**src/design/psrl_pkg.sv**
```systemverilog
// ----------------------------------------------------------------------------
// psrl_pkg
// Shared types and constants for the per-source packet rate limiter.
// ----------------------------------------------------------------------------
package psrl_pkg;

  localparam int unsigned ENTRIES_DEF = 256;
  localparam int unsigned ADDR_W      = 32;
  localparam int unsigned COUNT_W     = 24;
  localparam int unsigned TIME_W      = 31;
  localparam int unsigned REM_W       = 9;
  localparam int unsigned CFG_IDX_W   = 1;
  localparam int unsigned CFG_DATA_W  = 32;

  localparam logic [COUNT_W-1:0] RATE_LIMIT_RST = 24'd1000;
  localparam logic [TIME_W-1:0]  EXPIRY_RST     = 31'd600;
  localparam logic [COUNT_W-1:0] COUNT_MAX      = '1;
  localparam logic [REM_W-1:0]   REMOVED_MAX    = '1;

  localparam logic [CFG_IDX_W-1:0] CFG_RATE_LIMIT = 1'b0;
  localparam logic [CFG_IDX_W-1:0] CFG_EXPIRY     = 1'b1;

  localparam logic OP_PACKET = 1'b0;
  localparam logic OP_SWEEP  = 1'b1;

  typedef enum logic [3:0] {
    ST_IDLE,
    ST_SCAN_RD,
    ST_SCAN_CHK,
    ST_PKT_DONE,
    ST_SWP_RD,
    ST_SWP_CHK,
    ST_SWP_DONE
  } psrl_state_t;

  typedef struct packed {
    logic load;       // capture the item
    logic idx_clr;    // index to zero
    logic idx_inc;    // advance index
    logic rd;         // read entry at index
    logic pkt_eval;   // evaluate hit/free on read data
    logic pkt_commit; // write packet update
    logic swp_commit; // write sweep update
    logic emit;       // drive result strobe
  } psrl_cmd_t;

  typedef struct packed {
    logic op;
    logic idx_last;
    logic hit;
  } psrl_sts_t;

endpackage

```
**src/design/psrl_ctrl.sv**
```systemverilog
// ----------------------------------------------------------------------------
// psrl_ctrl
// Sequencer for table scans: packet lookup and expiry sweep.
// ----------------------------------------------------------------------------
module psrl_ctrl import psrl_pkg::*; (
  input  logic      clk,
  input  logic      rst_n,
  input  logic      start,
  output logic      busy,
  input  psrl_sts_t sts,
  output psrl_cmd_t cmd
);

  psrl_state_t state_r, state_nxt;

  always_ff @(posedge clk) begin
    if (!rst_n) begin
      state_r <= ST_IDLE;
    end else begin
      state_r <= state_nxt;
    end
  end

  always_comb begin
    state_nxt = state_r;
    cmd       = '0;
    busy      = (state_r != ST_IDLE);
    unique case (state_r)
      ST_IDLE: begin
        if (start) begin
          cmd.load    = 1'b1;
          cmd.idx_clr = 1'b1;
          state_nxt   = ST_SCAN_RD;
        end
      end
      ST_SCAN_RD: begin
        cmd.rd    = 1'b1;
        state_nxt = (sts.op == OP_SWEEP) ? ST_SWP_CHK : ST_SCAN_CHK;
      end
      ST_SCAN_CHK: begin
        cmd.pkt_eval = 1'b1;
        if (sts.hit || sts.idx_last) begin
          state_nxt = ST_PKT_DONE;
        end else begin
          cmd.idx_inc = 1'b1;
          cmd.rd      = 1'b1;
        end
      end
      ST_PKT_DONE: begin
        cmd.pkt_commit = 1'b1;
        cmd.emit       = 1'b1;
        state_nxt      = ST_IDLE;
      end
      ST_SWP_RD: begin
        cmd.rd    = 1'b1;
        state_nxt = ST_SWP_CHK;
      end
      ST_SWP_CHK: begin
        cmd.swp_commit = 1'b1;
        if (sts.idx_last) begin
          state_nxt = ST_SWP_DONE;
        end else begin
          cmd.idx_inc = 1'b1;
          state_nxt   = ST_SWP_RD;
        end
      end
      ST_SWP_DONE: begin
        cmd.emit  = 1'b1;
        state_nxt = ST_IDLE;
      end
      default: state_nxt = ST_IDLE;
    endcase
  end

endmodule

```
**config.mk**
```make
export PLATFORM = sky130hd
export DESIGN_NAME = psrl_ctrl
export DESIGN_NICKNAME = d
export VERILOG_FILES = /design/src/design/psrl_pkg.sv /design/src/design/psrl_ctrl.sv
export SDC_FILE = /design/constraint.sdc
export NUM_CORES = 1
export LEC_CHECK = 0
export ABC_AREA = 1
export BUFFER_PORTS_ARGS = -buffer_cell sky130_fd_sc_hd__buf_2
export CORE_AREA = 2 2 39 41
export DETAILED_ROUTE_END_ITERATION = 6
export DIE_AREA = 0 0 41 43
export HOLD_SLACK_MARGIN = 0.03
export PLACE_DENSITY = 0.39
export SYNTH_ARGS = -nofsm -noshare
export SYNTH_HDL_FRONTEND = slang
export SYNTH_SLANG_ARGS = --single-unit
export TNS_END_PERCENT = 100
```
**constraint.sdc**
```tcl
create_clock -name clk -period 1.52 [get_ports clk]
set_input_delay 0.304 -clock clk [delete_from_list [all_inputs] [get_ports clk]]
set_output_delay 0.304 -clock clk [all_outputs]
set_load 0.005 [all_outputs]
```
# ---- Word-level counts from Yosys, hierarchy flattened
# Cells that the tools add are included.
dict set report op_classes {
  addsub 0
  n_mul 0
  n_div 0
  n_lt_le_gt_ge 0
  n_eq_ne 8
  n_shift 0
  n_mux 15
  n_bitwise 0
  reduce_logical 6
}
# operator n
set ops {}
lappend ops {{$pmux W4 S5} 1}
lappend ops {{$eq A4 B3 Y1 const B} 3}
lappend ops {{$eq A4 B2 Y1 const B} 2}
lappend ops {{$mux W2} 4}
lappend ops {{$mux W4} 2}
lappend ops {{$mux W1} 5}
lappend ops {{$eq A4 B1 Y1 const B} 1}
lappend ops {{$logic_not A4 Y1} 1}
lappend ops {{$ne A2 B2 Y1 const B} 2}
lappend ops {{$pmux W1 S2} 2}
lappend ops {{$reduce_bool A4 Y1} 1}
lappend ops {{$reduce_or A2 Y1} 2}
lappend ops {{$mux W3} 1}
lappend ops {{$reduce_and A2 Y1} 1}
lappend ops {{$logic_or A1 B1 Y1} 1}
dict set report totals {
  ff_bits 4
  latchBits 0
  ram_bits 0
  romBits 0
  inputBits 6
  output_inout_bits 9
  wordCells 30
  n_memories 0
}

# ---- Depth between registers and ports, before layout
# Gate-level depths: netlist (run 1).
dict set report logic_depth {
  depth_word 3
  ltp_mapped 6
  depth_no_buf 6
}

# ---- Least setup slack after synthesis (run 1)
# OpenSTA, ideal clock, no wires.
dict set report synth_path {
  path_type {register -> output}
  startpoint {register state_r[2]}
  endpoint {output port cmd[7] in the netlist's numbering}
  t_arrival_ns 0.939
  setup_slack_ns 0.277
  stages_incl_launch_ff 5
  path_buffers 1
  cell_sequence {dfxtp_1 -> nor2_2 -> nand2_1 -> nor2_1 -> buf_4}
}
# element line_no
set synth_lines {}
lappend synth_lines {{start: declaration} psrl_ctrl.sv:14} ;# psrl_state_t state_r, state_nxt;
lappend synth_lines {{start signal: assignment} psrl_ctrl.sv:20} ;# state_r <= state_nxt;
lappend synth_lines {{end: declaration} psrl_ctrl.sv:11} ;# output psrl_cmd_t cmd

==> implementation parameters, run 1 <==
Parameter                              Value

Worst setup path
  Worst reg2reg setup slack    600 ps
  Critical register-to-register path startpoint    state_r[2]$_SDFFE_PN0P_
  Path type of the worst setup path    register to output pin
  List of cells traversed by the critical path    nor2_4 > nand3_1 > o31ai_1 > buf_2
  Crit path capture type    output pin
  Largest incremental delay on the critical path    360 ps
  Cell type of the slowest stage on the worst timing path    sky130_fd_sc_hd__dfxtp_2
  Critical path data arrival time    1110 ps
  Maximum net fanout on the critical path    7
  Number of cells on the worst reg-to-reg path    5
  Endpoint required time on the critical path    1220 ps
  Critical Path Source Type    register
  Worst reg2reg path endpoint    state_r[0]$_SDFFE_PN0P_

Routing
  Vias after detailed routing    294
  Vias per std cell    4.14
  Total DRC errors in the routed layout    0
  Total Wirelength    566 um
  Initial DRT Pass Iterations    2
  Routed wire per std cell    7.97 um
  Remaining antenna violation count    0
  Number of violations reported at the end of detailed-routing iteration 0    2

STA
  Clock Skews    1.00 ps
  Setup repair after global routing missed its margin    no
  Endpoints failing setup    0
  Min Tclk post-route    1410 ps
  Max-slew violations    0
  Highest achievable clock rate    0.709 GHz
  Worst slew pin tran    202 ps
  Smallest setup slack after layout    110 ps
  Worst Hold Margin    340 ps
  Setup_tns    0 ps
  Final clock period utilization by the worst path    0.928
  Final hold violations    0
  Slew headroom    0.865

Floorplanning
  Effective utilization at floorplan    0.173
  Die Footprint    1760 sq um
  Top-level I/O count    15
  Number of core rows    14
  Die outline height    43 um
  Floorplan die width    41 um
  Core footprint    1380 sq um

GRT
  Total gr overflow    0
  All-Layer GR Usage    0.0762
  Global-route wire length before repair    890 um
  Number of antenna violations at the first check in global routing    0
  Via count of the first global-routing pass    227
  Largest net degree at the start of global routing    8

CTS
  CTS-repair resized insts    1
  CTS H-Tree Depth    1
  Number of hold buffers added after cts    0
  Register clock-pin slew on the reported worst setup and hold paths    30 ps
  Clock tree buffer depth    2
  CTS buffer count    3
  TritonCTS Sinks    3
  CTS root buffer    sky130_fd_sc_hd__clkbuf_4
  Post-CTS setup-driven buffer insertion count    0
  Clock tree from TritonCTS    done
  Insertion delay of the later-clocked pin in the worst-skew pair    230 ps

Placement
  Place WS    228 ps
  Count of input and output buffers    14
  Post-DP HPWL    501 um
  Routability congestion estimate    0.628
  DP Area    322 sq um

Min path
  Worst Hold End    state_r[2]$_SDFFE_PN0P_
  Hold crit path type    input port to register
  Hold path cells    3
  Worst min-delay path startpoint    sts[2]

Finish
  Final nets    62
  Final Cell Area    355 sq um
  Most flop-heavy register    state_r
  Registers with the highest flip-flop counts    state_r (3)
  Signed area change from the synthesized netlist to the final layout    48.7%
  Commonest non-fill, non-tap cells in the layout    14 x sky130_fd_sc_hd__buf_2, 8 x sky130_fd_sc_hd__nand2_1, 6 x sky130_fd_sc_hd__inv_1, 4 x sky130_fd_sc_hd__nand3_1
  Most frequent standard cell in the layout excluding fill and tap cells    sky130_fd_sc_hd__buf_2
  Share of final-layout standard cells stronger than drive strength 1    0.491
  Flip-flop count of the largest register after layout    3
  Antenna fix cells    0

Pwr
  Power density over the cells    1030 nW/um^2
  Leakage component of the power    0.205 nW
  Worst vdd rail ir drop    313 uV

Synth
  Sequential share of the synthesized area    0.251
  #FFs+latches synth    3
  Mean instance size in the synthesized netlist    6.29 sq um
  Number of distinct library cells after synthesis    15
  Number of nets produced by synthesis    44
  Total of warnings raised by yosys    0
  Post-synthesis instance total    38
  Cell Area, Synth    239 sq um

Outcome
  Run status    finished clean

Run
  Max-capacitance violation count    0
worst max-delay path by stage:
stage | start | to | cells past startpoint | slack, ps
6_report | state_r[2]$_SDFFE_PN0P_ | cmd[5] | 4 | 110
3_3_place_gp | state_r[2]$_SDFFE_PN0P_ | cmd[5] | 4 | 260
3_5_place_dp | state_r[2]$_SDFFE_PN0P_ | cmd[5] | 4 | 230
4_1_cts | state_r[2]$_SDFFE_PN0P_ | cmd[5] | 3 | 20
2_1_floorplan | state_r[2]$_SDFFE_PN0P_ | cmd[7] | 4 | 280
5_1_grt | state_r[2]$_SDFFE_PN0P_ | cmd[5] | 4 | 2
worst max-delay path: cells and delay by family (launching register included):
family | cells | cell delay [ps]
DFF | 1 | 360
and+or+nand+nor | 2 | 300
buffers and inverters | 1 | 140
AOI/OAI and AO/OA | 1 | 80
synth_stat cells:
| cell type | number | area (sq um) |
|---|---|---|
| sky130_fd_sc_hd__inv_2 | 2 | 7.51 |
| sky130_fd_sc_hd__nor3_2 | 2 | 20.0 |
| sky130_fd_sc_hd__a21oi_1 | 3 | 15.0 |
| sky130_fd_sc_hd__inv_1 | 6 | 22.5 |
| sky130_fd_sc_hd__buf_4 | 1 | 7.51 |
| sky130_fd_sc_hd__dfxtp_1 | 3 | 60.1 |
| sky130_fd_sc_hd__nand2_1 | 8 | 30.0 |
| sky130_fd_sc_hd__nand3_1 | 4 | 20.0 |
| sky130_fd_sc_hd__nand2_2 | 1 | 6.26 |
| sky130_fd_sc_hd__nor2_4 | 1 | 11.3 |
| sky130_fd_sc_hd__o31ai_1 | 1 | 7.51 |
| sky130_fd_sc_hd__a31oi_1 | 1 | 6.26 |
| sky130_fd_sc_hd__nor2_2 | 2 | 12.5 |
| sky130_fd_sc_hd__nor2_1 | 2 | 7.51 |
| sky130_fd_sc_hd__nor3_1 | 1 | 5.00 |
report_power, final:
group          total [mW]  internal [mW]  leakage, nW  switching, mW
Clock               0.135         0.0981       0.0150         0.0365
Sequential          0.112         0.0909       0.0256         0.0212
Combinational       0.119         0.0535        0.165         0.0657
Total               0.366          0.243        0.205          0.123
per-stage QoR:
stage                     instances  utilization  total power [mW]
after floorplan                  38            -             0.187
after detailed placement         67        0.232             0.229
final                            71        0.257             0.366
after CTS                        71        0.255             0.377
after global routing             71        0.257             0.409
after global placement           67        0.232             0.231
layout make-up:
type,instances,area (sq um)
Sequential cell,3,62.6
Clock buffer,4,26.3
Timing Repair Buffer,14,70.1
Tap cell,16,20.0
Multi-Input combinational cell,26,146
Fill cell,176,1030
Inverter,8,30.0
metal layers:
metal,GRT usage,up-vias,share of wire
met5,0,-,0
met4,0.0400,0,0
met3,0.0471,0,0.13
met2,0.0906,13,0.41
met1,0.103,123,0.46
li1,-,158,-
logic make-up (layout without fill, tap and decap cells):
| family | count (synthesis) | in the layout | share of synthesized area |
|---|---|---|---|
| DFF | 3 | 3 | 0.251 |
| buffers and inverters | 9 | 26 | 0.157 |
| and+or+nand+nor | 21 | 21 | 0.471 |
| AOI/OAI and AO/OA | 5 | 5 | 0.120 |
No activity file was read; power rests on OpenSTA's default activity.
==> run 2: changes to the inputs <==
Clock period 1.52 ns to 1.3 ns, I/O delays scaled along.
==> run 2 against run 1 <==
Against the previous run:
- the flow now finishes with violations (negative setup slack)
- register-to-register slack lost 300 ps
- sequential cell count is the same
- power grew 24%
- critical path depth is the same
- design area grew 9.5%
- routed wire length grew 12%
- sequential power grew 16%
- global-route usage grew 0.59 points
- die area is the same
- highest routed layer is now met4
- critical endpoint unchanged
- via count shrank 1.0%
- clock power grew 20%
- core utilization grew 2.4 points
==> implementation parameters, run 2 (synthesized netlist as in run 1, its figures left out) <==
Parameter                              Value

Worst setup path
  Critical path data arrival time    1080 ps (-30 ps)
  Endpoint required time on the critical path    1040 ps (-180 ps)
  Critical Path Source Type    register
  Maximum net fanout on the critical path    5 (-2)
  Crit path capture type    output pin
  Path type of the worst setup path    register to output pin
  Worst reg2reg path endpoint    state_r[0]$_SDFFE_PN0P_
  Critical register-to-register path startpoint    state_r[2]$_SDFFE_PN0P_
  Worst reg2reg setup slack    300 ps (-300 ps)
  Number of cells on the worst reg-to-reg path    5 (unchanged)

Min path
  Hold path cells    3 (unchanged)
  Worst min-delay path startpoint    sts[2]
  Worst Hold End    state_r[2]$_SDFFE_PN0P_
  Hold crit path type    input port to register

CTS
  Register clock-pin slew on the reported worst setup and hold paths    40 ps (about the same)
  TritonCTS Sinks    3 (unchanged)
  CTS H-Tree Depth    1 (unchanged)
  Clock tree buffer depth    2 (unchanged)
  CTS buffer count    3 (unchanged)
  CTS root buffer    sky130_fd_sc_hd__clkbuf_4
  Clock tree from TritonCTS    done
  Insertion delay of the later-clocked pin in the worst-skew pair    230 ps (about the same)
  Number of hold buffers added after cts    0 (unchanged)

STA
  Endpoints failing setup    2 (+2)
  Highest achievable clock rate    0.749 GHz
  Clock Skews    3.41 ps (+2.41 ps)
  Smallest setup slack after layout    -35.8 ps (-146 ps)
  Max-slew violations    0 (unchanged)
  Setup_tns    -36.2 ps (-36.2 ps)
  Worst slew pin tran    176 ps (-25.2 ps)
  Slew headroom    0.881 (+0.0160)
  Final hold violations    0 (unchanged)
  Setup repair after global routing missed its margin    yes
  Final clock period utilization by the worst path    1.03
  Min Tclk post-route    1340 ps

Finish
  Antenna fix cells    0 (unchanged)
  Most flop-heavy register    state_r
  Fraction of the core area covered by cells at the end of the flow    0.281 (+0.0244)
  Fill cell instance count of the final layout    170 (-3.4%)
  Commonest non-fill, non-tap cells in the layout    14 x sky130_fd_sc_hd__buf_2, 6 x sky130_fd_sc_hd__nand2_1, 6 x sky130_fd_sc_hd__inv_1
  Flip-flop count of the largest register after layout    3 (unchanged)
  Share of final-layout standard cells stronger than drive strength 1    0.614 (+0.123)
  Signed area change from the synthesized netlist to the final layout    62.8%
  Most frequent standard cell in the layout excluding fill and tap cells    sky130_fd_sc_hd__buf_2
  Post-layout instance count excluding filler cells    73 (+2.8%)
  Registers with the highest flip-flop counts    state_r (3)
  Final nets    64 (+3.2%)

Floorplanning
  Floorplan die width    41 um (unchanged)
  Die outline height    43 um (unchanged)
  Number of core rows    14 (unchanged)
  Core footprint    1380 sq um (unchanged)
  Top-level I/O count    15 (unchanged)
  Die Footprint    1760 sq um (unchanged)
  Effective utilization at floorplan    0.173 (unchanged)

Routing
  Routed wire per std cell    8.70 um (+9.1%)
  Total Wirelength    635 um (+12%)
  Vias after detailed routing    291 (-1.0%)
  Vias per std cell    3.99 (-3.7%)
  Remaining antenna violation count    0 (unchanged)
  Initial DRT Pass Iterations    3 (+1)
  Number of violations reported at the end of detailed-routing iteration 0    8 (+6)
  Total DRC errors in the routed layout    0 (unchanged)

Run
  Max-capacitance violation count    0 (unchanged)

Outcome
  Violated checks    negative setup slack
  Run status    finished with violations

Placement
  Routability congestion estimate    0.605 (-3.6%)
  Post-DP HPWL    506 um (+1.0%)
  Cell count after placement    68 (+1.5%)
  Count of input and output buffers    14 (unchanged)

GRT
  Global-route wire length before repair    924 um (+3.8%)
  Total gr overflow    0 (unchanged)
  Met2 track demand over resource in global routing    0.116 (+0.0250)
  GR met1 Demand/Resource    0.0863 (-0.0163)
  Largest net degree at the start of global routing    8 (unchanged)
  Global routing's busiest layer    met2
  Number of antenna violations at the first check in global routing    0 (unchanged)
  All-Layer GR Usage    0.0822 (+0.00594)
  Via count of the first global-routing pass    248 (+9.3%)
  M3 GR Usage    0.0471 (unchanged)

Pwr
  Leakage component of the power    0.217 nW (+5.8%)
  Power density over the cells    1160 nW/um^2 (+13%)
  Worst vdd rail ir drop    306 uV (-2.2%)
[run 2: metal layers]
metal | share of wire | vias to the layer above
met4 | 0.0094 | 0
met5 | 0 | -
met1 | 0.46 | 117
met3 | 0.11 | 2
met2 | 0.42 | 13
li1 | - | 159
[run 2: timing repair]
item / CTS / global route
gates resized for setup: 7 / 2
setup endpoints to repair: 8 / 6
pin swaps: 1 / 1
setup buffers: 1 / 0
[run 2: where the power goes]
part | leakage, nW | switching [mW] | internal [mW]
clock | 0.0150 | 0.0469 | 0.115
sequential | 0.0258 | 0.0225 | 0.107
combinational | 0.176 | 0.0897 | 0.0710
[run 2: worst max path at each step]
| stage | startpoint | to | slack (ps) | cells after the start |
|---|---|---|---|---|
| 6_report | state_r[2]$_SDFFE_PN0P_ | cmd[5] | -40 | 4 |
| 5_1_grt | state_r[2]$_SDFFE_PN0P_ | cmd[7] | -100 | 4 |
| 4_1_cts | state_r[0]$_SDFFE_PN0P_ | cmd[6] | -30 | 4 |
| 3_5_place_dp | state_r[2]$_SDFFE_PN0P_ | cmd[5] | 90 | 4 |
| 3_3_place_gp | state_r[2]$_SDFFE_PN0P_ | cmd[5] | 50 | 4 |
| 2_1_floorplan | state_r[2]$_SDFFE_PN0P_ | cmd[7] | 100 | 4 |
[run 2: cell type report]
| type | count | area [sq um] | area share |
|---|---|---|---|
| Multi-Input combinational cell | 26 | 164 | 0.421 |
| Timing Repair Buffer | 16 | 85.1 | 0.219 |
| Sequential cell | 3 | 63.8 | 0.164 |
| Inverter | 8 | 30.0 | 0.0772 |
| Clock buffer | 4 | 26.3 | 0.0675 |
| Tap cell | 16 | 20.0 | 0.0514 |
[run 2: worst max-delay path: stages, from the launching register on]
cell and delay, ps:
sky130_fd_sc_hd__dfxtp_2 340, sky130_fd_sc_hd__nor2_4 170, sky130_fd_sc_hd__nand3_2 110, sky130_fd_sc_hd__o31ai_1 80, sky130_fd_sc_hd__buf_2 150
[run 2: through the flow]
stage	power, mW	area, sq um	setup WS [ps]	hold WS (ps)
5_1_grt	0.498	389	-98.9	328
2_1_floorplan	0.218	239	101	403
3_5_place_dp	0.272	329	89.0	533
6_report	0.452	389	-35.8	293
3_3_place_gp	0.275	329	51.2	534
4_1_cts	0.461	384	-27.5	285
==> run 3: changes to the inputs <==
Settings changed: ABC_AREA 1 to not set, PLACE_DENSITY 0.39 to 0.43.
==> run 3 against run 2 <==
Against the previous run:
- the run still ends with negative setup slack left
- count of clock-buffer cells in the layout stayed put
- maximum frequency is 7.1% lower
- clock power about the same
- global-route usage up 0.20 points
- sequential share of layout area down 0.78 points
- core utilization increased by 4.9 points
- cell count shrank 2.7%
- design area grew 17%
- synthesized cell count decreased by 11%
- die area unchanged
- largest power group is now combinational cells
==> implementation parameters, run 3 <==
Parameter                              Value

Synth
  Cell type with the highest aggregate area in the netlist    sky130_fd_sc_hd__dfxtp_1
  Top cells by area, synth    sky130_fd_sc_hd__dfxtp_1 21%, sky130_fd_sc_hd__nor4b_2 11%, sky130_fd_sc_hd__a21oi_1 8.8%, sky130_fd_sc_hd__buf_6 7.9%, sky130_fd_sc_hd__a211oi_1 5.3%
  Cell Area, Synth    285 sq um (+19%)
  Top_reg_cell synth    sky130_fd_sc_hd__dfxtp_1
  Post-synthesis instance total    34 (-11%)
  Number of enable-type register cells in the synthesized netlist    0 (unchanged)
  Most numerous cell in the Yosys netlist    sky130_fd_sc_hd__a21oi_1
  Number of nets produced by synthesis    40 (-9.1%)
  Mean instance size in the synthesized netlist    8.39 sq um (+33%)
  #FFs+latches synth    3 (unchanged)
  Sequential share of the synthesized area    0.211 (-0.0408)
  Total of warnings raised by yosys    0 (unchanged)
  Fraction of post-synthesis cell area in the top cell type by area    0.211 (-0.0408)
  Synth cell count leaders    5 x sky130_fd_sc_hd__a21oi_1, 3 x sky130_fd_sc_hd__dfxtp_1, 3 x sky130_fd_sc_hd__inv_1
  Number of distinct library cells after synthesis    20 (+5)
  Proportion of synthesized flip-flops having asynchronous set or reset    0 (unchanged)

Outcome
  Run status    finished with violations
  Violated checks    negative setup slack

Routing
  Initial DRT Pass Iterations    2 (-1)
  Remaining antenna violation count    0 (unchanged)
  Total DRC errors in the routed layout    0 (unchanged)
  Total Wirelength    693 um (+9.1%)
  Vias per std cell    4.37 (+9.5%)
  Vias after detailed routing    310 (+6.5%)
  Routed wire per std cell    9.76 um (+12%)
  Number of violations reported at the end of detailed-routing iteration 0    4 (-4)

Finish
  Fraction of the core area covered by cells at the end of the flow    0.330 (+0.0488)
  Post-layout instance count excluding filler cells    71 (-2.7%)
  Final Cell Area    457 sq um (+17%)
  Signed area change from the synthesized netlist to the final layout    60.1%
  Commonest non-fill, non-tap cells in the layout    14 x sky130_fd_sc_hd__buf_2, 5 x sky130_fd_sc_hd__buf_4, 4 x sky130_fd_sc_hd__a21oi_1
  Share of final-layout standard cells stronger than drive strength 1    0.636 (+0.0223)
  Most frequent standard cell in the layout excluding fill and tap cells    sky130_fd_sc_hd__buf_2
  Flip-flop count of the largest register after layout    3 (unchanged)
  Final nets    62 (-3.1%)
  Registers with the highest flip-flop counts    state_r (3)
  Most flop-heavy register    state_r
  Antenna fix cells    0 (unchanged)

Pwr
  Clock network fraction of design power    0.322 (-0.036)
  Net switching fraction of the power    0.319 (-0.0323)
  Combinational group share of total power    0.414 (+0.059)
  Pint    0.343 mW (+17%)
  Power consumption    0.504 mW (+11%)
  Power density over the cells    1100 nW/um^2 (-5.1%)
  Leakage component of the power    0.214 nW (-1.5%)
  Worst vdd rail ir drop    456 uV (+49%)
  Power spent charging and discharging nets    0.161 mW (+1.2%)
  Register share of total power    0.264 (-0.023)

Worst setup path
  Crit path capture type    output pin
  Critical Path Source    state_r[1]$_SDFFE_PN0P_
  Critical Path Source Type    register
  Number of cells on the worst reg-to-reg path    5 (unchanged)
  Maximum net fanout on the critical path    8 (+3)
  Worst reg2reg setup slack    150 ps (-150 ps)
  Worst reg2reg path endpoint    state_r[1]$_SDFFE_PN0P_
  Timing endpoint of the critical path    cmd[6]
  Path type of the worst setup path    register to output pin
  Critical path data arrival time    1180 ps (+100 ps)
  Critical register-to-register path startpoint    state_r[2]$_SDFFE_PN0P_
  Endpoint required time on the critical path    1040 ps (about the same)

STA
  Slew headroom    0.852 (-0.0293)
  Worst slew pin tran    220 ps (+44.1 ps)
  Max-slew violations    0 (unchanged)
  Final clock period utilization by the worst path    1.11 (+0.0788)
  Min Tclk post-route    1440 ps (+102 ps)
  Setup repair after global routing missed its margin    yes
  Highest achievable clock rate    0.695 GHz (-7.1%)
  Final hold violations    0 (unchanged)
  Smallest setup slack after layout    -138 ps (-102 ps)
  Clock Skews    1.77 ps (-1.65 ps)
  Endpoints failing setup    5 (+3)

GRT
  Number of antenna violations at the first check in global routing    0 (unchanged)
  Global-route wire length before repair    1000 um (+8.2%)
  All-Layer GR Usage    0.0842 (+0.00200)
  Largest net degree at the start of global routing    11 (+3)
  Via count of the first global-routing pass    271 (+9.3%)
  Total gr overflow    0 (unchanged)

CTS
  CTS buffer count    3 (unchanged)
  Number of hold buffers added after cts    0 (unchanged)
  Insertion delay of the later-clocked pin in the worst-skew pair    230 ps (about the same)
  Register clock-pin slew on the reported worst setup and hold paths    40 ps (about the same)
  Clock tree buffer depth    2 (unchanged)
  TritonCTS Sinks    3 (unchanged)
  CTS root buffer    sky130_fd_sc_hd__clkbuf_4
  CTS H-Tree Depth    1 (unchanged)
  Clock tree from TritonCTS    done

Floorplanning
  Die Footprint    1760 sq um (unchanged)
  Top-level I/O count    15 (unchanged)
  Number of core rows    14 (unchanged)
  Die outline height    43 um (unchanged)
  Floorplan die width    41 um (unchanged)
  Core footprint    1380 sq um (unchanged)
  Effective utilization at floorplan    0.206 (+0.0335)

Placement
  Cell count after placement    63 (-7.4%)
  Routability congestion estimate    0.625 (+3.3%)
  Count of input and output buffers    14 (unchanged)
  Place WS    -3.79 ps (-92.8 ps)
  Post-DP HPWL    479 um (-5.2%)
  DP Area    365 sq um (+11%)

Min path
  Hold crit path type    input port to register
  Worst min-delay path startpoint    rst_n

Run
  Max-capacitance violation count    0 (unchanged)
[run 3: metrics by stage]
step / setup TNS [ps] / hold WS, ps
after floorplan: 0 / 388
after global placement: 0 / 531
after detailed placement: -3.79 / 531
after CTS: -621 / 287
after global routing: -1000 / 290
final: -524 / 295
[run 3: cell type report]
cell class                 instances  area (sq um)
clock buffer                       4          26.3
fill                             156           927
inverter                           3          11.3
multi-input combinational         24           204
sequential                         3          71.3
tap                               16          20.0
timing repair buffer              21           124
[run 3: per-layer routing]
layer	vias up	GRT usage	wire length, um
met5	-	0	0
met2	4	0.119	375
met3	0	0.0314	28
met1	144	0.0990	289
li1	162	-	-
met4	0	0.0600	0
[run 3: power groups by stage]
stage / Combinational, mW / Sequential (mW) / Clock, mW
floorplan: 0.142 / 0.113 / 0
global placement: 0.163 / 0.135 / 0
detailed placement: 0.161 / 0.135 / 0
CTS: 0.182 / 0.133 / 0.172
global route: 0.230 / 0.135 / 0.184
finish: 0.209 / 0.133 / 0.162
[run 3: worst min-delay path by stage]
stage	to	slack, ps	cells after the start
6_report	state_r[1]$_SDFFE_PN0P_	290	2
5_1_grt	state_r[1]$_SDFFE_PN0P_	290	2
4_1_cts	state_r[1]$_SDFFE_PN0P_	290	2
3_5_place_dp	state_r[1]$_SDFFE_PN0P_	530	2
3_3_place_gp	state_r[1]$_SDFFE_PN0P_	530	2
2_1_floorplan	state_r[1]$_SDFFE_PN0P_	390	1
[run 3: what timing repair did]
| item | in CTS | in global routing |
|---|---|---|
| gates cloned | 0 | 0 |
| pin swaps | 1 | 2 |
| resized for setup | 5 | 6 |
| setup buffers | 2 | 2 |
| endpoints found under the setup margin | 9 | 8 |
[run 3: worst max-delay path, stage by stage, from the launching register on]
cell and delay, ps:
sky130_fd_sc_hd__dfxtp_4 350, sky130_fd_sc_hd__or3_4 400, sky130_fd_sc_hd__nor2_4 80, sky130_fd_sc_hd__buf_2 110
[run 3: kinds of logic (layout without fill, tap and decap cells)]
logic type | Yosys count | after routing | share of synthesized area
simple gates | 14 | 14 | 0.404
compound gates | 10 | 10 | 0.215
buf+inv | 7 | 28 | 0.171
flops | 3 | 3 | 0.211
